File: config.mk
export PLATFORM = sky130hd
export DESIGN_NAME = check_valve_position_step
export DESIGN_NICKNAME = d
export VERILOG_FILES = /design/src/rtl/cvps_pkg.sv /design/src/rtl/cvps_bitsub.sv /design/src/rtl/cvps_mul.sv /design/src/rtl/cvps_div.sv /design/src/rtl/check_valve_position_step.sv
export SDC_FILE = /design/constraint.sdc
export NUM_CORES = 1
export LEC_CHECK = 0
export ABC_AREA = 1
export CAP_MARGIN = 10
export CORE_ASPECT_RATIO = 0.8
export CORE_UTILIZATION = 40
export DETAILED_ROUTE_END_ITERATION = 10
export DONT_BUFFER_PORTS = 1
export SYNTH_ARGS = -nofsm -noshare
export SYNTH_HDL_FRONTEND = slang
export SYNTH_SLANG_ARGS = --single-unit
File: constraint.sdc
create_clock -name clk_i -period 23.3 [get_ports clk_i]
set_input_delay 6.99 -clock clk_i [delete_from_list [all_inputs] [get_ports clk_i]]
set_output_delay 6.99 -clock clk_i [all_outputs]
set_load 0.01 [all_outputs]
File: src/rtl/cvps_pkg.sv
package cvps_pkg;

  localparam int unsigned DROP_W     = 32;
  localparam int unsigned PRESS_W    = 31;
  localparam int unsigned RATE_W     = 24;
  localparam int unsigned DT_W       = 21;
  localparam int unsigned DT_CNT_W   = 5;
  localparam int unsigned DT_FRAC    = 20;
  localparam int unsigned POS_W      = 17;
  localparam int unsigned PROD_W     = RATE_W + DT_W;
  localparam int unsigned MD_W       = PROD_W - DT_FRAC;
  localparam int unsigned LIM_W      = MD_W + 1;

  localparam int unsigned SER_W      = 34;
  localparam int unsigned SER_CNT_W  = 6;

  localparam int unsigned QUO_W      = 15;
  localparam int unsigned QUO_CNT_W  = 4;

  localparam int unsigned CFG_IDX_W  = 3;
  localparam int unsigned CFG_DATA_W = 31;

  localparam int unsigned S_TDATA_W  = 88;
  localparam int unsigned M_TDATA_W  = 24;
  localparam int unsigned M_TUSER_W  = 1;

  localparam logic [POS_W-1:0]   POS_FULL = 17'd65536;
  localparam logic [POS_W-1:0]   POS_HALF = 17'd32768;

  localparam logic [PRESS_W-1:0] OPEN_PRESSURE_RST = 31'd25600;
  localparam logic [PRESS_W-1:0] DEADBAND_RST      = 31'd256;
  localparam logic [RATE_W-1:0]  RATE_LIMIT_RST    = 24'd65536;

  typedef enum logic [2:0] {
    ST_IDLE,
    ST_SERIAL,
    ST_DECIDE,
    ST_DIVIDE,
    ST_TARGET,
    ST_LIMIT
  } state_e;

  typedef enum logic [CFG_IDX_W-1:0] {
    CFG_PATH_B_OPEN      = 3'd0,
    CFG_OPEN_PRESSURE_A  = 3'd1,
    CFG_OPEN_PRESSURE_B  = 3'd2,
    CFG_DEADBAND         = 3'd3,
    CFG_RATE_LIMIT       = 3'd4,
    CFG_STUCK_ENABLE     = 3'd5,
    CFG_FAIL_TO_ENABLE   = 3'd6,
    CFG_FAIL_TO_POSITION = 3'd7
  } cfg_idx_e;

  typedef struct packed {
    logic hold;
    logic ge_db;
    logic pos;
    logic zero;
    logic sat;
  } flags_t;

endpackage

File: src/rtl/cvps_bitsub.sv
module cvps_bitsub (
  input  logic                        clk_i,
  input  logic                        rst_ni,
  input  logic                        clr_i,
  input  logic                        en_i,
  input  logic                        x_i,
  input  logic                        y_i,
  output logic                        bit_o,
  output logic [cvps_pkg::SER_W-1:0]  word_o
);

  logic                       borrow_q, borrow_d;
  logic [cvps_pkg::SER_W-1:0] word_q, word_d;

  assign bit_o = x_i ^ y_i ^ borrow_q;

  always_comb begin
    borrow_d = borrow_q;
    word_d   = word_q;
    if (clr_i) begin
      borrow_d = 1'b0;
    end else if (en_i) begin
      borrow_d = (~x_i & y_i) | (~(x_i ^ y_i) & borrow_q);
      word_d   = {bit_o, word_q[cvps_pkg::SER_W-1:1]};
    end
  end

  always_ff @(posedge clk_i or negedge rst_ni) begin
    if (!rst_ni) begin
      borrow_q <= 1'b0;
    end else begin
      borrow_q <= borrow_d;
    end
  end

  always_ff @(posedge clk_i) begin
    word_q <= word_d;
  end

  assign word_o = word_q;

endmodule

File: src/rtl/cvps_mul.sv
module cvps_mul (
  input  logic                         clk_i,
  input  logic                         rst_ni,
  input  logic                         start_i,
  input  logic [cvps_pkg::RATE_W-1:0]  rate_i,
  input  logic [cvps_pkg::DT_W-1:0]    dt_i,
  output logic [cvps_pkg::PROD_W-1:0]  prod_o
);

  logic                            run_q, run_d;
  logic [cvps_pkg::DT_CNT_W-1:0]   cnt_q, cnt_d;
  logic [cvps_pkg::PROD_W-1:0]     prod_q, prod_d;
  logic [cvps_pkg::RATE_W:0]       sum;

  // shift-add, one multiplier bit per cycle, lsb first
  always_comb begin
    sum    = {1'b0, prod_q[cvps_pkg::PROD_W-1:cvps_pkg::DT_W]}
           + (prod_q[0] ? {1'b0, rate_i} : '0);
    run_d  = run_q;
    cnt_d  = cnt_q;
    prod_d = prod_q;
    if (start_i) begin
      run_d  = 1'b1;
      cnt_d  = '0;
      prod_d = {{cvps_pkg::RATE_W{1'b0}}, dt_i};
    end else if (run_q) begin
      prod_d = {sum, prod_q[cvps_pkg::DT_W-1:1]};
      cnt_d  = cnt_q + 1'b1;
      if (cnt_q == cvps_pkg::DT_CNT_W'(cvps_pkg::DT_W - 1)) begin
        run_d = 1'b0;
      end
    end
  end

  always_ff @(posedge clk_i or negedge rst_ni) begin
    if (!rst_ni) begin
      run_q <= 1'b0;
      cnt_q <= '0;
    end else begin
      run_q <= run_d;
      cnt_q <= cnt_d;
    end
  end

  always_ff @(posedge clk_i) begin
    prod_q <= prod_d;
  end

  assign prod_o = prod_q;

endmodule

File: src/rtl/cvps_div.sv
module cvps_div (
  input  logic                          clk_i,
  input  logic                          rst_ni,
  input  logic                          start_i,
  input  logic [cvps_pkg::PRESS_W-1:0]  num_i,
  input  logic [cvps_pkg::PRESS_W-1:0]  den_i,
  output logic                          busy_o,
  output logic [cvps_pkg::QUO_W-1:0]    quo_o
);

  logic                             busy_q, busy_d;
  logic [cvps_pkg::QUO_CNT_W-1:0]   cnt_q, cnt_d;
  logic [cvps_pkg::PRESS_W-1:0]     rem_q, rem_d;
  logic [cvps_pkg::PRESS_W-1:0]     den_q, den_d;
  logic [cvps_pkg::QUO_W-1:0]       quo_q, quo_d;
  logic [cvps_pkg::PRESS_W:0]       shifted;
  logic [cvps_pkg::PRESS_W:0]       trial;
  logic                             fits;

  // restoring division, one quotient bit per cycle; num < den on entry
  always_comb begin
    shifted = {rem_q, 1'b0};
    trial   = shifted - {1'b0, den_q};
    fits    = shifted >= {1'b0, den_q};
    busy_d  = busy_q;
    cnt_d   = cnt_q;
    rem_d   = rem_q;
    den_d   = den_q;
    quo_d   = quo_q;
    if (start_i) begin
      busy_d = 1'b1;
      cnt_d  = '0;
      rem_d  = num_i;
      den_d  = den_i;
    end else if (busy_q) begin
      rem_d = fits ? trial[cvps_pkg::PRESS_W-1:0] : shifted[cvps_pkg::PRESS_W-1:0];
      quo_d = {quo_q[cvps_pkg::QUO_W-2:0], fits};
      cnt_d = cnt_q + 1'b1;
      if (cnt_q == cvps_pkg::QUO_CNT_W'(cvps_pkg::QUO_W - 1)) begin
        busy_d = 1'b0;
      end
    end
  end

  always_ff @(posedge clk_i or negedge rst_ni) begin
    if (!rst_ni) begin
      busy_q <= 1'b0;
      cnt_q  <= '0;
    end else begin
      busy_q <= busy_d;
      cnt_q  <= cnt_d;
    end
  end

  always_ff @(posedge clk_i) begin
    rem_q <= rem_d;
    den_q <= den_d;
    quo_q <= quo_d;
  end

  assign busy_o = busy_q;
  assign quo_o  = quo_q;

endmodule

File: src/rtl/check_valve_position_step.sv
// an item runs through the bit-serial subtract pass over the drops and
// pressures, the branch decision, the divide when the target needs it, the
// target and the rate clamp; the next item is taken only once it is done.
// the shared restoring divider adds one quotient bit per cycle.
// rst_ni clears the registers to their reset values and the position to
// half open; no item is taken while reset is low.
module check_valve_position_step (
  input  logic                              clk_i,
  input  logic                              rst_ni,
  // drop_a [31:0], drop_b [63:32], time_step [84:64]
  input  logic [cvps_pkg::S_TDATA_W-1:0]    s_axis_tdata_i,
  input  logic                              s_axis_tvalid_i,
  output logic                              s_axis_tready_o,
  // position [16:0]
  output logic [cvps_pkg::M_TDATA_W-1:0]    m_axis_tdata_o,
  // backflow_hold [0]
  output logic [cvps_pkg::M_TUSER_W-1:0]    m_axis_tuser_o,
  output logic                              m_axis_tvalid_o,
  input  logic                              m_axis_tready_i,
  input  logic                              cfg_we_i,
  input  logic [cvps_pkg::CFG_IDX_W-1:0]    cfg_idx_i,
  input  logic [cvps_pkg::CFG_DATA_W-1:0]   cfg_data_i
);

  localparam int unsigned SW = cvps_pkg::SER_W;
  localparam int unsigned PW = cvps_pkg::POS_W;

  // configuration
  logic                          path_b_open_q;
  logic [cvps_pkg::PRESS_W-1:0]  open_pressure_a_q;
  logic [cvps_pkg::PRESS_W-1:0]  open_pressure_b_q;
  logic [cvps_pkg::PRESS_W-1:0]  deadband_q;
  logic [cvps_pkg::RATE_W-1:0]   rate_limit_q;
  logic                          stuck_enable_q;
  logic                          fail_to_enable_q;
  logic [PW-1:0]                 fail_to_position_q;

  always_ff @(posedge clk_i or negedge rst_ni) begin
    if (!rst_ni) begin
      path_b_open_q      <= 1'b0;
      open_pressure_a_q  <= cvps_pkg::OPEN_PRESSURE_RST;
      open_pressure_b_q  <= cvps_pkg::OPEN_PRESSURE_RST;
      deadband_q         <= cvps_pkg::DEADBAND_RST;
      rate_limit_q       <= cvps_pkg::RATE_LIMIT_RST;
      stuck_enable_q     <= 1'b0;
      fail_to_enable_q   <= 1'b0;
      fail_to_position_q <= '0;
    end else if (cfg_we_i) begin
      case (cvps_pkg::cfg_idx_e'(cfg_idx_i))
        cvps_pkg::CFG_PATH_B_OPEN:      path_b_open_q      <= cfg_data_i[0];
        cvps_pkg::CFG_OPEN_PRESSURE_A:  open_pressure_a_q  <= cfg_data_i;
        cvps_pkg::CFG_OPEN_PRESSURE_B:  open_pressure_b_q  <= cfg_data_i;
        cvps_pkg::CFG_DEADBAND:         deadband_q         <= cfg_data_i;
        cvps_pkg::CFG_RATE_LIMIT:       rate_limit_q       <= cfg_data_i[cvps_pkg::RATE_W-1:0];
        cvps_pkg::CFG_STUCK_ENABLE:     stuck_enable_q     <= cfg_data_i[0];
        cvps_pkg::CFG_FAIL_TO_ENABLE:   fail_to_enable_q   <= cfg_data_i[0];
        cvps_pkg::CFG_FAIL_TO_POSITION: fail_to_position_q <= cfg_data_i[PW-1:0];
        default: ;
      endcase
    end
  end

  // control
  cvps_pkg::state_e                state_q, state_d;
  logic [cvps_pkg::SER_CNT_W-1:0]  ser_cnt_q, ser_cnt_d;
  logic                            s_fire;
  logic                            ser_en;
  logic                            div_start;
  logic                            div_busy;
  logic                            out_free;
  logic                            lim_fire;

  logic [cvps_pkg::DROP_W-1:0]     drop_a;
  logic [cvps_pkg::DROP_W-1:0]     drop_b;
  logic [cvps_pkg::DT_W-1:0]       time_step;

  assign drop_a    = s_axis_tdata_i[31:0];
  assign drop_b    = s_axis_tdata_i[63:32];
  assign time_step = s_axis_tdata_i[84:64];

  assign s_axis_tready_o = (state_q == cvps_pkg::ST_IDLE);
  assign s_fire          = s_axis_tvalid_i && s_axis_tready_o;
  assign ser_en          = (state_q == cvps_pkg::ST_SERIAL);
  assign out_free        = !m_axis_tvalid_o || m_axis_tready_i;

  // operand shift lines, lsb first
  logic [SW-1:0] sa_q, sa_d;
  logic [SW-1:0] sb_q, sb_d;
  logic [SW-1:0] sd_q, sd_d;
  logic [SW-1:0] soa_q, soa_d;
  logic [SW-1:0] sob_q, sob_d;

  always_comb begin
    sa_d  = sa_q;
    sb_d  = sb_q;
    sd_d  = sd_q;
    soa_d = soa_q;
    sob_d = sob_q;
    if (s_fire) begin
      sa_d  = {{(SW - cvps_pkg::DROP_W){drop_a[cvps_pkg::DROP_W-1]}}, drop_a};
      sb_d  = {{(SW - cvps_pkg::DROP_W){drop_b[cvps_pkg::DROP_W-1]}}, drop_b};
      sd_d  = {{(SW - cvps_pkg::PRESS_W){1'b0}}, deadband_q};
      soa_d = {{(SW - cvps_pkg::PRESS_W){1'b0}}, open_pressure_a_q};
      sob_d = {{(SW - cvps_pkg::PRESS_W){1'b0}}, open_pressure_b_q};
    end else if (ser_en) begin
      sa_d  = {1'b0, sa_q[SW-1:1]};
      sb_d  = {1'b0, sb_q[SW-1:1]};
      sd_d  = {1'b0, sd_q[SW-1:1]};
      soa_d = {1'b0, soa_q[SW-1:1]};
      sob_d = {1'b0, sob_q[SW-1:1]};
    end
  end

  always_ff @(posedge clk_i) begin
    sa_q  <= sa_d;
    sb_q  <= sb_d;
    sd_q  <= sd_d;
    soa_q <= soa_d;
    sob_q <= sob_d;
  end

  // serial subtractors
  logic          ab_bit, ba_bit;
  logic [SW-1:0] ab_word;
  logic [SW-1:0] abd_word, bad_word;
  logic [SW-1:0] dena_word, denb_word;

  // a - b
  cvps_bitsub u_ab (
    .clk_i, .rst_ni, .clr_i(s_fire), .en_i(ser_en),
    .x_i(sa_q[0]), .y_i(sb_q[0]), .bit_o(ab_bit), .word_o(ab_word)
  );
  // b - a
  cvps_bitsub u_ba (
    .clk_i, .rst_ni, .clr_i(s_fire), .en_i(ser_en),
    .x_i(sb_q[0]), .y_i(sa_q[0]), .bit_o(ba_bit), .word_o()
  );
  // a - b - deadband
  cvps_bitsub u_abd (
    .clk_i, .rst_ni, .clr_i(s_fire), .en_i(ser_en),
    .x_i(ab_bit), .y_i(sd_q[0]), .bit_o(), .word_o(abd_word)
  );
  // b - a - deadband
  cvps_bitsub u_bad (
    .clk_i, .rst_ni, .clr_i(s_fire), .en_i(ser_en),
    .x_i(ba_bit), .y_i(sd_q[0]), .bit_o(), .word_o(bad_word)
  );
  // open_pressure_a - deadband
  cvps_bitsub u_dena (
    .clk_i, .rst_ni, .clr_i(s_fire), .en_i(ser_en),
    .x_i(soa_q[0]), .y_i(sd_q[0]), .bit_o(), .word_o(dena_word)
  );
  // open_pressure_b - deadband
  cvps_bitsub u_denb (
    .clk_i, .rst_ni, .clr_i(s_fire), .en_i(ser_en),
    .x_i(sob_q[0]), .y_i(sd_q[0]), .bit_o(), .word_o(denb_word)
  );

  // rate times time step
  logic [cvps_pkg::PROD_W-1:0] prod;

  cvps_mul u_mul (
    .clk_i, .rst_ni,
    .start_i(s_fire),
    .rate_i(rate_limit_q),
    .dt_i(time_step),
    .prod_o(prod)
  );

  // branch decision
  logic                  dec_zero, dec_pos, dec_ge_db, den_ok, exc_ge_den, need_div;
  logic [SW-1:0]         exc;
  logic [SW-1:0]         den;
  cvps_pkg::flags_t      flags_q, flags_d;
  logic                  hold_in_q, hold_in_d;

  always_comb begin
    dec_zero   = (ab_word == '0);
    dec_pos    = !ab_word[SW-1] && !dec_zero;
    exc        = ab_word[SW-1] ? bad_word : abd_word;
    den        = dec_pos ? dena_word : denb_word;
    dec_ge_db  = !exc[SW-1];
    den_ok     = !den[SW-1] && (den != '0);
    exc_ge_den = exc >= den;
    need_div   = dec_ge_db && !dec_zero && den_ok && !exc_ge_den;
  end

  assign div_start = (state_q == cvps_pkg::ST_DECIDE) && need_div;

  logic [cvps_pkg::QUO_W-1:0] quo;

  cvps_div u_div (
    .clk_i, .rst_ni,
    .start_i(div_start),
    .num_i(exc[cvps_pkg::PRESS_W-1:0]),
    .den_i(den[cvps_pkg::PRESS_W-1:0]),
    .busy_o(div_busy),
    .quo_o(quo)
  );

  always_comb begin
    hold_in_d = hold_in_q;
    flags_d   = flags_q;
    if (s_fire) begin
      hold_in_d = drop_a[cvps_pkg::DROP_W-1] && drop_b[cvps_pkg::DROP_W-1];
    end
    if (state_q == cvps_pkg::ST_DECIDE) begin
      flags_d.hold  = hold_in_q;
      flags_d.ge_db = dec_ge_db;
      flags_d.pos   = dec_pos;
      flags_d.zero  = dec_zero;
      flags_d.sat   = !den_ok || exc_ge_den;
    end
  end

  // target and rate clamp
  logic [PW-1:0]    valve_position_q, valve_position_d;
  logic [PW-1:0]    target_q, target_d;
  logic [PW-1:0]    offset;
  logic [PW-1:0]    base;
  logic [cvps_pkg::LIM_W-1:0] prev_ext, md_ext, lo_diff, hi_sum;
  logic [PW-1:0]    lo, hi, clamped, fail_pos, new_pos;
  logic             new_hold;

  always_comb begin
    offset = flags_q.sat ? cvps_pkg::POS_HALF : {{(PW - cvps_pkg::QUO_W){1'b0}}, quo};
    if (!flags_q.ge_db) begin
      base = cvps_pkg::POS_HALF;
    end else if (flags_q.pos) begin
      base = cvps_pkg::POS_HALF + offset;
    end else if (!flags_q.zero) begin
      base = cvps_pkg::POS_HALF - offset;
    end else begin
      base = valve_position_q;
    end
    if (flags_q.hold) begin
      target_d = valve_position_q;
    end else if (path_b_open_q) begin
      target_d = cvps_pkg::POS_FULL - base;
    end else begin
      target_d = base;
    end
  end

  always_comb begin
    prev_ext = {{(cvps_pkg::LIM_W - PW){1'b0}}, valve_position_q};
    md_ext   = {1'b0, prod[cvps_pkg::PROD_W-1:cvps_pkg::DT_FRAC]};
    lo_diff  = prev_ext - md_ext;
    hi_sum   = prev_ext + md_ext;
    lo       = (prev_ext > md_ext) ? lo_diff[PW-1:0] : '0;
    hi       = (hi_sum >= {{(cvps_pkg::LIM_W - PW){1'b0}}, cvps_pkg::POS_FULL})
             ? cvps_pkg::POS_FULL : hi_sum[PW-1:0];
    if (target_q < lo) begin
      clamped = lo;
    end else if (target_q > hi) begin
      clamped = hi;
    end else begin
      clamped = target_q;
    end
    fail_pos = (fail_to_position_q > cvps_pkg::POS_FULL) ? cvps_pkg::POS_FULL
             : fail_to_position_q;
    if (stuck_enable_q) begin
      new_pos = valve_position_q;
    end else if (fail_to_enable_q) begin
      new_pos = fail_pos;
    end else begin
      new_pos = clamped;
    end
    new_hold = flags_q.hold && !stuck_enable_q && !fail_to_enable_q;
  end

  // fsm
  always_comb begin
    state_d   = state_q;
    ser_cnt_d = ser_cnt_q;
    lim_fire  = 1'b0;
    case (state_q)
      cvps_pkg::ST_IDLE: begin
        if (s_fire) begin
          state_d   = cvps_pkg::ST_SERIAL;
          ser_cnt_d = '0;
        end
      end
      cvps_pkg::ST_SERIAL: begin
        ser_cnt_d = ser_cnt_q + 1'b1;
        if (ser_cnt_q == cvps_pkg::SER_CNT_W'(SW - 1)) begin
          state_d = cvps_pkg::ST_DECIDE;
        end
      end
      cvps_pkg::ST_DECIDE: begin
        state_d = need_div ? cvps_pkg::ST_DIVIDE : cvps_pkg::ST_TARGET;
      end
      cvps_pkg::ST_DIVIDE: begin
        if (!div_busy) begin
          state_d = cvps_pkg::ST_TARGET;
        end
      end
      cvps_pkg::ST_TARGET: begin
        state_d = cvps_pkg::ST_LIMIT;
      end
      cvps_pkg::ST_LIMIT: begin
        if (out_free) begin
          lim_fire = 1'b1;
          state_d  = cvps_pkg::ST_IDLE;
        end
      end
      default: begin
        state_d = cvps_pkg::ST_IDLE;
      end
    endcase
  end

  always_comb begin
    valve_position_d = lim_fire ? new_pos : valve_position_q;
  end

  // output beat register
  logic                 out_valid_q, out_valid_d;
  logic [PW-1:0]        out_pos_q, out_pos_d;
  logic                 out_hold_q, out_hold_d;

  always_comb begin
    out_valid_d = out_valid_q;
    out_pos_d   = out_pos_q;
    out_hold_d  = out_hold_q;
    if (m_axis_tvalid_o && m_axis_tready_i) begin
      out_valid_d = 1'b0;
    end
    if (lim_fire) begin
      out_valid_d = 1'b1;
      out_pos_d   = new_pos;
      out_hold_d  = new_hold;
    end
  end

  always_ff @(posedge clk_i or negedge rst_ni) begin
    if (!rst_ni) begin
      state_q          <= cvps_pkg::ST_IDLE;
      ser_cnt_q        <= '0;
      valve_position_q <= cvps_pkg::POS_HALF;
      out_valid_q      <= 1'b0;
    end else begin
      state_q          <= state_d;
      ser_cnt_q        <= ser_cnt_d;
      valve_position_q <= valve_position_d;
      out_valid_q      <= out_valid_d;
    end
  end

  always_ff @(posedge clk_i) begin
    hold_in_q  <= hold_in_d;
    flags_q    <= flags_d;
    target_q   <= (state_q == cvps_pkg::ST_TARGET) ? target_d : target_q;
    out_pos_q  <= out_pos_d;
    out_hold_q <= out_hold_d;
  end

  assign m_axis_tvalid_o = out_valid_q;
  assign m_axis_tdata_o  = {{(cvps_pkg::M_TDATA_W - PW){1'b0}}, out_pos_q};
  assign m_axis_tuser_o  = out_hold_q;

endmodule

# [Word level (Yosys, flattened, before mapping)]
# Index checks and enable logic that the tools add are counted.
[totals] regBits=675 input_bits=127 output_inout_bits=27
[classes] addsub=10 order_cmp=7 eq_ne=19 mux=65 bitwise_logic=42 n_reduce_logical=43
[op_table] cell="31-bit 2-to-1 mux" n=9
[op_table] cell="17-bit 2-to-1 mux" n=12
[op_table] cell="34-bit 2-to-1 mux" n=6
[op_table] cell="21-bit 2-to-1 mux" n=2
[op_table] cell="34-bit >= comparator" n=1
[op_table] cell="34-bit zero test" n=1
[op_table] cell="34-bit nonzero test" n=1
[op_table] cell="32-bit by 31-bit >= comparator with 1-bit output" n=1
[op_table] cell="31-bit subtractor" n=1
[op_table] cell="17-bit by 25-bit adder with 26-bit output" n=1
[op_table] cell="26-bit by 17-bit >= comparator with 1-bit output, second input constant" n=1
[op_table] cell="24-bit by 24-bit adder with 25-bit output" n=1
[op_table] cell="17-bit by 25-bit greater-than comparator with 1-bit output" n=1
[op_table] cell="24-bit 2-to-1 mux" n=1
[op_table] cell="1-bit 2-to-1 mux" n=22
[op_table] cell="2-bit AND reduction" n=11
[op_table] cell="3-bit equality test, second input constant" n=6
[op_table] cell="3-bit one-hot mux with 6 select lines" n=1
[op_table] cell="16-bit by 16-bit adder with 17-bit output, first input constant" n=1
[op_table] cell="17-bit greater-than comparator" n=1
[op_table] cell="17-bit greater-than comparator, second input constant" n=1
[op_table] cell="17-bit less-than comparator" n=1
[op_table] cell="16-bit by 16-bit subtractor with 17-bit output, first input constant" n=1
[op_table] cell="17-bit subtractor" n=1
[op_table] cell="27 further kinds" n=101

# [Longest topological paths before layout]
# Gate-level depths: netlist of the first run.
[depth] depth_word=11 ltp_mapped=36 mapped_depth_nobuf=34

# [Hierarchy]
# From an unflattened synthesis of the first run, not the netlist that was laid out.
[hier_totals] cells_unflattened=4665 hier_area_um2=38894.8
[modules_own_cells] mod="check_valve_position_step" instances=1 cells_per_inst=2931 area_each_um2=22311.4
[modules_own_cells] mod="cvps_bitsub" instances=6 cells_per_inst=45 area_each_um2=1102.3
[modules_own_cells] mod="cvps_div" instances=1 cells_per_inst=834 area_each_um2=6073.3
[modules_own_cells] mod="cvps_mul" instances=1 cells_per_inst=630 area_each_um2=3896.2

# [Least setup slack after synthesis of the first run]
# OpenSTA, ideal clock, no wires.
[synth_timing] path_kind="reg-to-reg" startpoint="register state_q[2]" endpoint="register sa_q[0], enable pin" arrival_ps=17650 required_ps=22811 setup_slack_ps=5161 stages_incl_launch_ff=4 n_path_buf=0 period_less_slack_ps=18139 path_cell_list="dfrtp_1 -> nor3_1 -> nor2_1 -> inv_1"
[synth_between] elab_chain_len=3 elab_cells_between_ends=4 cone_classes="eq/ne (1); reduce/logical (3)"
[synth_lines] item="from (decl)" line_no="check_valve_position_step.sv:64" rtl="cvps_pkg::state_e state_q, state_d;"
[synth_lines] item="from (signal assigned)" line_no="check_valve_position_step.sv:338" rtl="state_q <= cvps_pkg::ST_IDLE;"
[synth_lines] item="from (signal assigned)" line_no="check_valve_position_step.sv:343" rtl="state_q <= state_d;"
[synth_lines] item="3-bit zero test" line_no="check_valve_position_step.sv:81" rtl="assign s_axis_tready_o = (state_q == cvps_pkg::ST_IDLE);"
[synth_lines] item="1-bit logical AND" line_no="check_valve_position_step.sv:82" rtl="assign s_fire = s_axis_tvalid_i && s_axis_tready_o;"
[synth_lines] item="2-bit nonzero test (no source line) (*)"
[synth_lines] item="to (signal assigned)" line_no="check_valve_position_step.sv:115" rtl="sa_q <= sa_d;"
[synth_lines] item="to (decl)" line_no="check_valve_position_step.sv:87" rtl="logic [SW-1:0] sa_q, sa_d;"
# Mark *: on every way between the ends. The rest lies on a longest branch, timed or not.
# A chain may end at the register's enable or synchronous reset.

# [Final worst setup path of the first run]
[layout_timing] startpoint="input port s_axis_tvalid_i" endpoint="register sa_q[26], enable pin"
[layout_between] elab_chain_len=2
[layout_lines] item="from (decl)" line_no="check_valve_position_step.sv:12" rtl="input logic s_axis_tvalid_i,"
[layout_lines] item="1-bit logical AND" line_no="check_valve_position_step.sv:82"
[layout_lines] item="2-bit nonzero test (no source line)"
# No other way between the ends.

==> results list, run 1 <==
- Cells with a size suffix above 1 make up 5.70% of the layout.
- Worst clock skew on the final layout: 0.0303 ns
- For this run, the top clock speed supported by timing is 107 MHz.
- Most numerous cell types in the synthesized netlist: 1,445 x nand2_1, 470 x edfxtp_1, 451 x inv_1
- Cell area after synthesis: 35,900 um2
* Startpoint of the lowest-slack register-to-register path: valve_position_q[16]$_DFFE_PN0P_
- The endpoint identified for the worst register-to-register timing path is out_pos_q[2]$_DFFE_PP_.
- Counting every instance in the synthesized netlist gives 4,090.
- Kind of critical path: in -> reg
* Cell at the root of the clock tree: clkbuf_16
- From left edge to right edge, the die measures 337 um.
* Number of hold-slack violations in the final timing report: 0
* Required time reported for the critical path endpoint: 23.55 ns
- The largest single stage delay on the critical path is 0.81 ns.
- Clock tree synthesis found a total of 675 sinks.
* Insertion delay of the later-clocked pin in the worst-skew pair: 0.64 ns
* DRT antenna net count: 0
* Wirelength per Cell: 17.1 um
- Most numerous cell in the Yosys netlist: nand2_1
- VDD sags by at most 0.0761 mV.
- Global-route wire length before repair: 143,000 um
- DR iter-0 viols: 2,497
* Flop2flop setup slack: 16.35 ns
- Hold_sp: u_abd.word_o[23]$_DFFE_PP_
- Mean area per synthesized cell: 8.78 um2
* Destination of the worst hold path: u_abd.word_o[22]$_DFFE_PP_
* Arrival time of data at the critical path endpoint: 9.63 ns
* Setup slack of the critical path after layout: 13.92 ns
* Pin count of the biggest net entering global routing: 182
- The critical path contains buffers and inverters numbering 5 combined.
- Placeable core area: 88,200 um2
* Hpwl dp: 64,500 um
- The synthesized design spends more area on one cell type than any other, namely edfxtp_1.
- Counting along the longest clock path gives a buffer depth of 3.
- Cell Rows: 97
* Outcome: finished, final reports clean
* Final layout net count: 4,344
- Path class of the lowest-slack min-delay path: reg -> reg
* Sequential area share after synthesis: 53.3%
- After layout, the design draws a total of 5.78 mW.
- Hold is met by 0.425 ns.
* Xor and xnor fraction of the mapped netlist area: 1.65%
- Gate family responsible for the most delay along the worst path: buffers and inverters
- Aggregate global-route resource usage: 20.0%
* Count of flip-flops with a built-in enable after synthesis: 470
- The worst setup path is launched from an input pin.
* Antenna fix cells: 0
* Proportion of synthesized area in mux cells: 0.0557%
- Synthesis Warnings: 0
- For this run the aggregate overflow at the end of global routing stands at 0.
- Power per standard cell area: 147 nW/um2
- Library cells used by synthesis: 68
- The initial antenna violation count was 1.
* Final setup violation count: 0
* Die Outline Area: 91,000 um2
- In this run the worst path has a maximum fanout of 181.
- In the routed design, unresolved DRC markers number 0.
- Area share of the largest cell type after synthesis: 39.3%
- On the critical path, the stage with the largest delay is an instance of buf_4.
- Once the floorplan was initialized, standard cells occupied 40.7% of the core.
- Post-Place Worst Slack: 13.15 ns
- For this block, the via count after detailed routing is 26,736.
- The area growth from synthesis to layout is 9.35%.
* TritonCTS clock tree: done
- Number of iterations in the first detailed-routing pass: 5
- Via/cell ratio: 5.05
* RSZ-0062 raised after global routing: no
- Measured along the y axis, the die boundary spans 270 um.
- CTS H-tree lvls: 3
- Tcrit/Tclk final: 40.3%
- The synthesized netlist devotes 6.27% of its cell area to adder and majority cells.
- The analysis attributes to cell leakage a power of 17.8 nW.
* Minimum clock period after layout: 9.38 ns
- The worst register-to-register path has a depth of 24.
- Launching element of the worst setup path: s_axis_tvalid_i
- Synth Area in Compound Gates: 9.20%
- The signal on the critical path passes through inv_1 > nor2_4 > buf_12 > nor2_1 > buf_4 > inv_6 > buf_4.
* Boundary pin count: 154
- Routability congestion estimate from global placement: 0.947
- The final layout contains routed wiring with a total length of 90,600 um.
* Buffers added on ports: 0
* Synth area leaders: edfxtp_1 39%, nand2_1 15%, dfrtp_1 12%, ha_1 5.7%, inv_1 4.7%
- Post-synthesis register bit count: 675
- For the pin with the worst max-slew slack, the measured transition is 1.18 ns.
* Clock buffers created by TritonCTS: 73
- In the final timing run, aggregate negative setup slack is 0 ns.
* Buffers inserted during post-CTS setup optimization: 0
* Max-slew violation count: 0
- Number of gates given a new drive strength after cts: 0
- Final Cell Area: 39,300 um2
* Number of global-route vias before repair: 25,237
- DP Area: 36,900 um2
* Cell with the most instances on the worst path: buf_4
* Top_reg_cell synth: edfxtp_1
* Hold Path Cell Cnt: 0
* # hold bufs at CTS: 0
- Clock-pin slew was measured on the worst setup and hold paths at 0.06 ns.
- Across the run, the number of max-cap violations was 0.
- STA classifies the critical path endpoint as a flop.
- Share of synthesized registers carrying an async set or reset: 26.8%
- By area, the combinational part of the netlist is dominated by simple AND/OR/NAND/NOR gates.
- In this run the tightest slew margin relative to its limit is 21.1%.
- Simple-Gate Fraction of Synth Area: 22.6%
## layout make-up
type / instances / area [um2]
clock buffers: 89 / 1940
clock inverters: 45 / 423
fillers: 8684 / 48900
inverters: 472 / 1780
multi-input cells: 2801 / 14300
flip-flops and latches: 675 / 19100
well taps: 1188 / 1490
repair buffers: 20 / 175
## through the flow
step	cells	util (%)
final	5290	44.5
after global routing	5290	44.5
after CTS	5290	44.5
after detailed placement	5156	41.9
after global placement	5156	41.9
after floorplan	4096	-
## power breakdown
part           switching (mW)  internal (mW)
registers               0.272           1.97
logic                    1.66          0.752
clock network           0.498          0.636
total                    2.43           3.35
## layer usage
layer	global-route usage, %	vias up	part of all wire [%]
li1	-	13404	-
met1	32.5	12493	52
met2	26.5	740	38
met3	4.45	97	8.1
met4	4.01	2	1.5
met5	0	-	0.014
## logic make-up after synthesis
family	Yosys count
adders and majority gates	174
AOI/OAI and AO/OA	587
and+or+nand+nor	1964
muxes	2
buffers and inverters	620
xor gates and xnor gates	67
DFF	675
other	1
## registers in the layout (all words and copies together) (netlist names), 17 cells and up
name	cells
valve_position_q	17
u_denb.word_o	34
sb_q	34
u_div.den_q	31
deadband_q	31
open_pressure_b_q	31
u_mul.prod_o	45
sa_q	34
target_q	17
soa_q	31
u_dena.word_o	34
open_pressure_a_q	31
fail_to_position_q	17
u_bad.word_o	34
sob_q	31
out_pos_q	17
rate_limit_q	24
u_div.rem_q	31
sd_q	31
u_ab.word_o	34
u_abd.word_o	34
## how the worst max path moves through the flow
stage	slack [ns]	to	cells past startpoint
6_report	13.92	sa_q[26]$_DFFE_PP_	7
5_1_grt	13.64	sa_q[25]$_DFFE_PP_	7
4_1_cts	13.81	sa_q[26]$_DFFE_PP_	7
3_5_place_dp	13.15	sa_q[25]$_DFFE_PP_	7
3_3_place_gp	13.14	sa_q[27]$_DFFE_PP_	7
2_1_floorplan	5.16	sa_q[0]$_DFFE_PP_	3
## cells in the final DEF, fill, tap and decap left out, drive strengths merged, types with 3 or more instances in the layout
cell type / Yosys / final
a21boi: 21 / 21
a21o: 12 / 12
a21oi: 162 / 162
a221oi: 4 / 4
a31oi: 29 / 29
and2: 3 / 3
buf: 47 / 20
bufinv: 0 / 3
clkbuf: 101 / 89
clkinv: 7 / 44
clkinvlp: 0 / 3
conb: 1 / 7
dfrtp: 172 / 172
dfstp: 9 / 9
dfxtp: 24 / 24
edfxtp: 470 / 470
fa: 10 / 10
ha: 164 / 164
inv: 465 / 467
nand2: 1458 / 1458
nand3: 181 / 181
nand3b: 5 / 5
nand4: 58 / 58
nor2: 171 / 171
nor3: 42 / 42
nor3b: 5 / 5
nor4: 7 / 7
o211ai: 35 / 35
o21a: 5 / 5
o21ai: 277 / 277
o21bai: 12 / 12
o221ai: 4 / 4
o22ai: 11 / 11
or2: 32 / 32
xnor2: 19 / 19
xor2: 48 / 48
## worst register-to-register path, delay by kind of cell (launching register included)
kind                     cells  cell delay [ns]
AO/OA/AOI/OAI                3             0.88
XOR/XNOR                     1             0.18
adder cells (fa/ha/maj)      2             0.90
buffers and inverters        4             1.05
flip-flops                   1             0.58
AND/OR/NAND/NOR             14             2.94
Power figures use the tool's default switching activity.
==> inputs of run 2 (changes only) <==
==> constraint.sdc (replaced) <==
create_clock -name clk_i -period 8.6 [get_ports clk_i]
set_input_delay 2.58 -clock clk_i [delete_from_list [all_inputs] [get_ports clk_i]]
set_output_delay 2.58 -clock clk_i [all_outputs]
set_load 0.01 [all_outputs]
==> run 2 against run 1 <==
Compared with the run above:
- critical path depth up 17
- hold slack better by 0.013 ns
- wire length about the same
- sequential power rose to 2.7 times the previous value
- count of clock-buffer cells in the layout up 9
- utilization up 0.14 points
- sequential share of layout area down 0.15 points
- register-to-register slack worse by 15 ns
- non-clock buffer count up 2
==> results list, run 2 (synthesis results as in run 1) <==
* Share of cells above drive strength 1: 5.78%
- The detail route stage leaves a number of antenna-violating nets equal to 0.
- Number of iterations in the first detailed-routing pass: 6
- Across the run, the number of max-cap violations was 0.
- The number of clock buffers added by TritonCTS is 72.
* Part of the power in the clock network: 20.3%
- The root buffer cell chosen for the clock tree is clkbuf_16.
- Maximum fanout along the worst path: 18
* Die Outline Area: 91,000 um2
- Path class of the lowest-slack min-delay path: reg -> reg
- For the pin with the worst max-slew slack, the measured transition is 1.22 ns.
- Kind of critical path: reg -> reg
* Initial cell density of the core: 40.7%
- Gates resized during post-CTS repair numbered 0.
- Port buffering added 0 buffers.
- Clock Path Buffers: 3
* Initial antenna violation count: 2
* Boundary pin count: 154
* Worst Setup End Kind: flop
- Routability congestion estimate from global placement: 0.931
* Vias post-DR: 26,711
- Post-Route WL: 90,700 um
* Outcome: finished, final reports clean
- Dividing the detail-routed wire length by the instance count gives 17.1 um.
- The worst setup path is launched from a flop.
- Most frequent cells in the layout: 1,443 x nand2_1, 470 x edfxtp_1, 450 x inv_1
* Cell internal pwr: 9.18 mW
- The global routing stage identified its most utilized layer as met1.
* Final layout net count: 4,345
* Share of total power in sequential cells: 38.3%
- Buffers inserted during post-CTS setup optimization: 0
* Hpwl dp: 64,600 um
- Clock slew at the register clock pins of the worst setup and hold paths: 0.07 ns
- Portion of total power attributed to combinational logic: 41.4%
- Data arrives at the worst endpoint at 7.11 ns.
- Dividing the detail-routed via count by the number of cells gives 5.05.
- The worst path uses 79.8% of the clock period.
- RSZ-0062 raised after global routing: no
- Layout-stage area growth over the synthesis result: 9.70%
- Cell Rows: 97
* Worst-case vdd ir drop: 0.333 mV
* Minimum clock period after layout: 6.86 ns
- For met1 alone, demand over resource in global routing was 31.3%.
- Global routing finished with a remaining overflow of 0.
- Timing would allow up to 146 MHz.
* Required time reported for the critical path endpoint: 8.85 ns
- The library cell used most frequently in the layout, excluding fill and tap cells, is nand2_1.
* Placeable core area: 88,200 um2
- Hold Path Cell Cnt: 0
- Sw Ratio: 41.9%
- On the final layout, the worst clock skew is 0.0496 ns.
- Post-Route Setup TNS: 0 ns
- Power spread over the standard cell area amounts to 401 nW/um2.
* Final setup violation count: 0
- In this run, the number of DRC markers left after iteration 0 of detailed routing was 2,411.
- After clock tree synthesis, the flow added hold-fix buffers numbering 0.
- In this run the horizontal extent of the chip is 337 um.
* Worst-case hold slack: 0.438 ns
* Flop2flop setup slack: 1.74 ns
* Switching power: 6.61 mW
- Global-route wire length before repair: 142,000 um
* Met2 Use GR: 26.1%
- Total Power Consumption: 15.8 mW
- After detailed routing, the number of remaining DRC violations is 0.
- Flip-flop count of the largest register after layout: 45
- TritonCTS built the clock tree.
- Leakage: 17.9 nW
* Max-slew violation count: 0
- Layout fillers: 8,696
- CTS built an H-tree with a depth of 3.
- TritonCTS Sinks: 675
- The number of hold violations in the final report came to 0.
- The number of global-route vias before repair was 24,931.
- Global routing consumed, over all layers together, 19.9% of the routing resources.
- Summing all flip-flop and latch instances after layout gives 19,100 um2.
- Entering global routing, the biggest net connects 182 pins.
* Worst max-slew margin expressed relative to the limit: 18.4%
- From bottom edge to top edge, the die measures 270 um.
- Clock latency on the worst-skew pair, taken at its later pin, is 0.65 ns.
- Number of cells on the worst reg-to-reg path: 24
- The multi-input combinational cells in the finished layout cover a total of 14,400 um2.
- Global routing consumed, on the met3 layer, 6.23% of the routing resources.
[run 2: stage by stage]
stage	utilization [%]	area, um2	setup slack (ns)	std cells
2_1_floorplan	-	36000	0.856	4096
3_3_place_gp	41.9	36900	2.04	5158
3_5_place_dp	41.9	36900	1.96	5158
4_1_cts	44.7	39400	1.93	5291
5_1_grt	44.7	39400	1.40	5291
6_report	44.7	39400	1.74	5292
[run 2: layout make-up]
| class | instances | share of cell area (%) |
|---|---|---|
| multi-input cells | 2801 | 36.4 |
| flip-flops and latches | 675 | 48.5 |
| inverters | 472 | 4.52 |
| well taps | 1188 | 3.77 |
| diodes | 1 | 0.00635 |
| clock buffers | 98 | 5.05 |
| repair buffers | 22 | 0.483 |
| clock inverters | 35 | 1.20 |
[run 2: critical path: stages, from the launching register on]
cell      delay, ns
dfrtp_1        0.60
ha_1           0.57
inv_1          0.23
a21oi_1        0.29
inv_1          0.06
a21oi_1        0.13
nand2_1        0.10
inv_1          0.07
nand2_2        0.07
xor2_2         0.18
nor3b_2        0.18
nand4_1        0.15
nor3b_4        0.58
nand2_1        0.17
ha_1           0.34
nand2_1        0.07
nor2_1         0.10
nand4_1        0.08
or4_1          0.41
nand2_1        0.52
clkinv_1       0.65
nand4_1        0.27
nand3_1        0.11
nand3_1        0.14
a21boi_0       0.36
[run 2: worst paths after layout]
kind | start | endpoint
min in group asynchronous | rst_ni | open_pressure_b_q[23]$_DFFE_PN0P_
setup reg to reg | valve_position_q[16]$_DFFE_PN0P_ | out_pos_q[2]$_DFFE_PP_
hold reg to reg | u_abd.word_o[31]$_DFFE_PP_ | u_abd.word_o[30]$_DFFE_PP_
setup / recovery | valve_position_q[16]$_DFFE_PN0P_ | out_pos_q[2]$_DFFE_PP_
hold / removal | u_abd.word_o[31]$_DFFE_PP_ | u_abd.word_o[30]$_DFFE_PP_
max in group asynchronous | rst_ni | valve_position_q[15]$_DFFE_PN1P_
[run 2: power by group through the flow]
| stage | Combinational, mW | Sequential [mW] | Clock [mW] |
|---|---|---|---|
| floorplan | 4.90 | 5.86 | 0 |
| global placement | 6.39 | 6.07 | 0 |
| detailed placement | 6.47 | 6.10 | 0 |
| CTS | 6.51 | 6.05 | 3.29 |
| global route | 7.44 | 6.19 | 3.41 |
| finish | 6.53 | 6.05 | 3.20 |
[run 2: routing by layer]
layer / up-vias / wire, um
li1: 13399 / -
met1: 12526 / 46200
met2: 675 / 34400
met3: 107 / 8250
met4: 4 / 1760
met5: - / 23
==> inputs of run 3 (changes only) <==
--- a/config.mk
+++ b/config.mk
@@ -5,7 +5,7 @@
 export SDC_FILE = /design/constraint.sdc
 export NUM_CORES = 1
 export LEC_CHECK = 0
-export ABC_AREA = 1
+export ABC_AREA = 0
 export CAP_MARGIN = 10
 export CORE_ASPECT_RATIO = 0.8
 export CORE_UTILIZATION = 40
==> constraint.sdc (replaced) <==
create_clock -name clk_i -period 5.7 [get_ports clk_i]
set_input_delay 1.71 -clock clk_i [delete_from_list [all_inputs] [get_ports clk_i]]
set_output_delay 1.71 -clock clk_i [all_outputs]
set_load 0.01 [all_outputs]
==> run 3 against run 2 <==
Compared with the run above:
- clock power up 54%
- sequential power up 58%
- cell area up 0.12%
- count of clock-buffer cells in the layout down 3
- critical path depth unchanged
- maximum frequency up 26%
==> results list, run 3 <==
- The root buffer cell chosen for the clock tree is clkbuf_16.
- Die Outline Area: 89,300 um2
* Number of hold-slack violations in the final timing report: 0
- Summing the areas of all compound-gate instances in the mapped netlist gives 10.8% of the synthesized area.
* Outcome: finished, final reports clean
* Synthesis Warnings: 0
- Synthesis produced 3,283 cells.
* Share of cells above drive strength 1: 13.6%
- Via/cell ratio: 5.41
- Leakage: 16.4 nW
* Clock Path Buffers: 3
- Path class of the lowest-slack min-delay path: reg -> reg
- Kind of critical path: reg -> reg
* Layout fillers: 8,084
- Among all flip-flop cells after synthesis, the most frequent one is edfxtp_1.
- The biggest area contributor in the post-synthesis netlist is edfxtp_1.
* Flip-flop count of the largest register after layout: 45
- Worst Setup End Kind: flop
- Vias post-DR: 24,272
- For this run, asynchronously set or reset flops after synthesis account for 26.8%.
- The floorplan step set the die height to 268 um.
* DR iter-0 viols: 2,283
* Die X-Extent: 334 um
- DP Area: 36,800 um2
* Global-route wire length before repair: 135,000 um
- Summing every instance area after synthesis gives 35,200 um2.
* Library cells used by synthesis: 105
- Number of iterations in the first detailed-routing pass: 6
- Once the floorplan was initialized, standard cells occupied 40.8% of the core.
- The max-slew violation count is 0.
* Worst slew pin tran: 1.09 ns
- After layout, the worst path uses 95.7% of the clock period.
- After detailed placement, the design holds a cell count of 4,348.
* Final setup violation count: 0
* Most common cell after layout, fill and taps aside: nand2_1
* Sequential area share after synthesis: 54.3%
* Clock buffers created by TritonCTS: 73
* Minimum clock period after layout: 5.45 ns
- Post-Route WL: 86,200 um
- In this run the remaining antenna-violating nets after routing total 0.
- Across every metal layer, demand over resource in global routing totals 19.3%.
- DRC violation count after routing: 0
- IR analysis of the VDD net gives a maximum drop of 0.496 mV.
* Boundary pin count: 154
* Post-Route Setup TNS: 0 ns
- The synthesized netlist devotes 2.16% of its cell area to XOR and XNOR gates.
- The repair_antennas step left the layout with diodes totalling 0.
- Worst max-slew margin expressed relative to the limit: 27.2%
- After detailed routing, the average wire length per cell comes to 19.2 um.
- The H-tree generated during clock tree synthesis spans 3 levels.
* Count of flip-flops with a built-in enable after synthesis: 470
- Timing would allow up to 183 MHz.
- STA classifies the critical path startpoint as a flop.
- Initial antenna violation count: 3
* Mean area per synthesized cell: 10.7 um2
- Total global routing overflow: 0
* Power per standard cell area: 592 nW/um2
- Clock slew at the register clock pins of the worst setup and hold paths: 0.06 ns
* TritonCTS Sinks: 675
- The number of global-route vias before repair came to 22,906.
- Of the post-synthesis cell area, the part taken by muxes is 7.23%.
* Required time reported for the critical path endpoint: 6.12 ns
- Arrival time of data at the critical path endpoint: 5.87 ns
* Most numerous cell in the Yosys netlist: nand2_1
- In the layout the commonest cells are 752 x nand2_1, 470 x edfxtp_1, 178 x mux2_2.
- At the end of routability-driven placement, the weighted congestion stood at 0.896.
- Buffers added on ports: 0
* Synth area leaders: edfxtp_1 40%, dfrtp_1 12%, nand2_1 8.0%, ha_1 5.8%, mux2_2 5.7%
- Entering global routing, the biggest net connects 182 pins.
* Most numerous cell types in the synthesized netlist: 753 x nand2_1, 470 x edfxtp_1, 178 x mux2_2
- Insertion delay of the later-clocked pin in the worst-skew pair: 0.65 ns
* Post-synthesis register bit count: 675
- Final layout net count: 3,602
- Summing the areas of all fa, ha and maj instances in the mapped netlist gives 6.39% of the synthesized area.
- Dominant combinational cell family by area after synthesis: simple AND/OR/NAND/NOR gates
* Simple-Gate Fraction of Synth Area: 15.6%
- TritonCTS built the clock tree.
- The share of synthesized area in the top cell type comes to 40.0%.
- After the flow finishes, the layout carries non-filler instances totaling 4,489.
- Cell Rows: 96
- Worst clock skew on the final layout: 0.0340 ns
- Placeable core area: 86,500 um2
- Layout-stage area growth over the synthesis result: 12.0%
- In this run the worst path has a maximum fanout of 16.
- Final Cell Area: 39,500 um2
- Hpwl dp: 60,100 um
* Number of max-capacitance violations reported: 0
run 3: cell count changes after synthesis, sizes merged, moves of 51 or more:
cell,delta
nand3,-136
o21ai,-137
mux2i,+51
inv,-317
nand2,-705
mux2,+179
run 3: cells by family after synthesis:
group / Yosys count
flip-flops: 675
XOR/XNOR: 87
adder cells (fa/ha/maj): 174
AO/OA/AOI/OAI: 575
multiplexers: 232
buffers and inverters: 301
other: 1
AND/OR/NAND/NOR: 1238
run 3: critical path, cell delays in order, from the launching register on:
cell and delay [ns]:
edfxtp_1 0.43, ha_1 0.26, fa_1 0.41, nor2b_4 0.16
o211ai_4 0.24, a211oi_4 0.13, o21ai_2 0.18, mux2_4 0.33
nor4b_2 0.24, nand3_2 0.20, nor2_4 0.15, buf_12 0.15
nand2_1 0.06, ha_1 0.30, and4_1 0.22, nand3_1 0.11
nor2_1 0.11, o31ai_1 0.08, a31oi_1 0.19, o21ai_2 0.13
buf_4 0.16, nor3_4 0.35, buf_4 0.22, a21oi_1 0.09
o31ai_1 0.34
run 3: routing by layer:
layer	routed length, um	global-route usage [%]	vias up
met4	1390	3.98	6
met1	44500	30.9	11756
met3	6060	4.06	108
li1	-	-	11769
met2	34200	26.4	633
met5	36	0	-
run 3: worst paths after layout:
check	from	to	slack, ns	depth (start not counted)
max reg2reg	u_mul.prod_o[20]$_DFFE_PP_	out_pos_q[6]$_DFFE_PP_	0.25	24
min	u_bad.word_o[31]$_DFFE_PP_	u_bad.word_o[30]$_DFFE_PP_	0.44	0
min in group asynchronous	rst_ni	open_pressure_a_q[19]$_DFFE_PN0P_	0.76	0
max	u_mul.prod_o[20]$_DFFE_PP_	out_pos_q[6]$_DFFE_PP_	0.25	24
max in group asynchronous	rst_ni	m_axis_tvalid_o$_DFFE_PN0P_	4.65	0
min reg2reg	u_bad.word_o[31]$_DFFE_PP_	u_bad.word_o[30]$_DFFE_PP_	0.44	0
run 3: stage by stage:
step / power, mW / utilization (%) / hold WS [ns] / setup WS (ns)
3_3_place_gp: 18.2 / 42.5 / 0.428 / 0.229
6_report: 23.4 / 45.6 / 0.438 / 0.246
2_1_floorplan: 15.7 / - / 0.400 / 0.501
5_1_grt: 25.0 / 45.6 / 0.452 / -0.0128
3_5_place_dp: 18.4 / 42.5 / 0.430 / 0.0689
4_1_cts: 23.4 / 45.4 / 0.444 / 0.0138
run 3: power by group:
group	switching [mW]	internal, mW	total [mW]
clock	2.06	2.86	4.92
combinational	5.52	3.34	8.86
sequential	1.22	8.36	9.58
total	8.80	14.6	23.4
run 3: cell type report:
type | instances | area, um2 | area share [%]
timing repair buffer | 89 | 757 | 1.92
sequential | 675 | 19100 | 48.5
tap | 1127 | 1410 | 3.57
multi-input combinational | 2313 | 15100 | 38.2
inverter | 149 | 573 | 1.45
clock inverter | 41 | 518 | 1.31
clock buffer | 95 | 1990 | 5.04
run 3: what timing repair did:
action | in CTS | in global routing
hold buffers | 0 | 0
setup endpoints to repair | 0 | 34
resized for setup | 0 | 23
setup buffers | 0 | 4
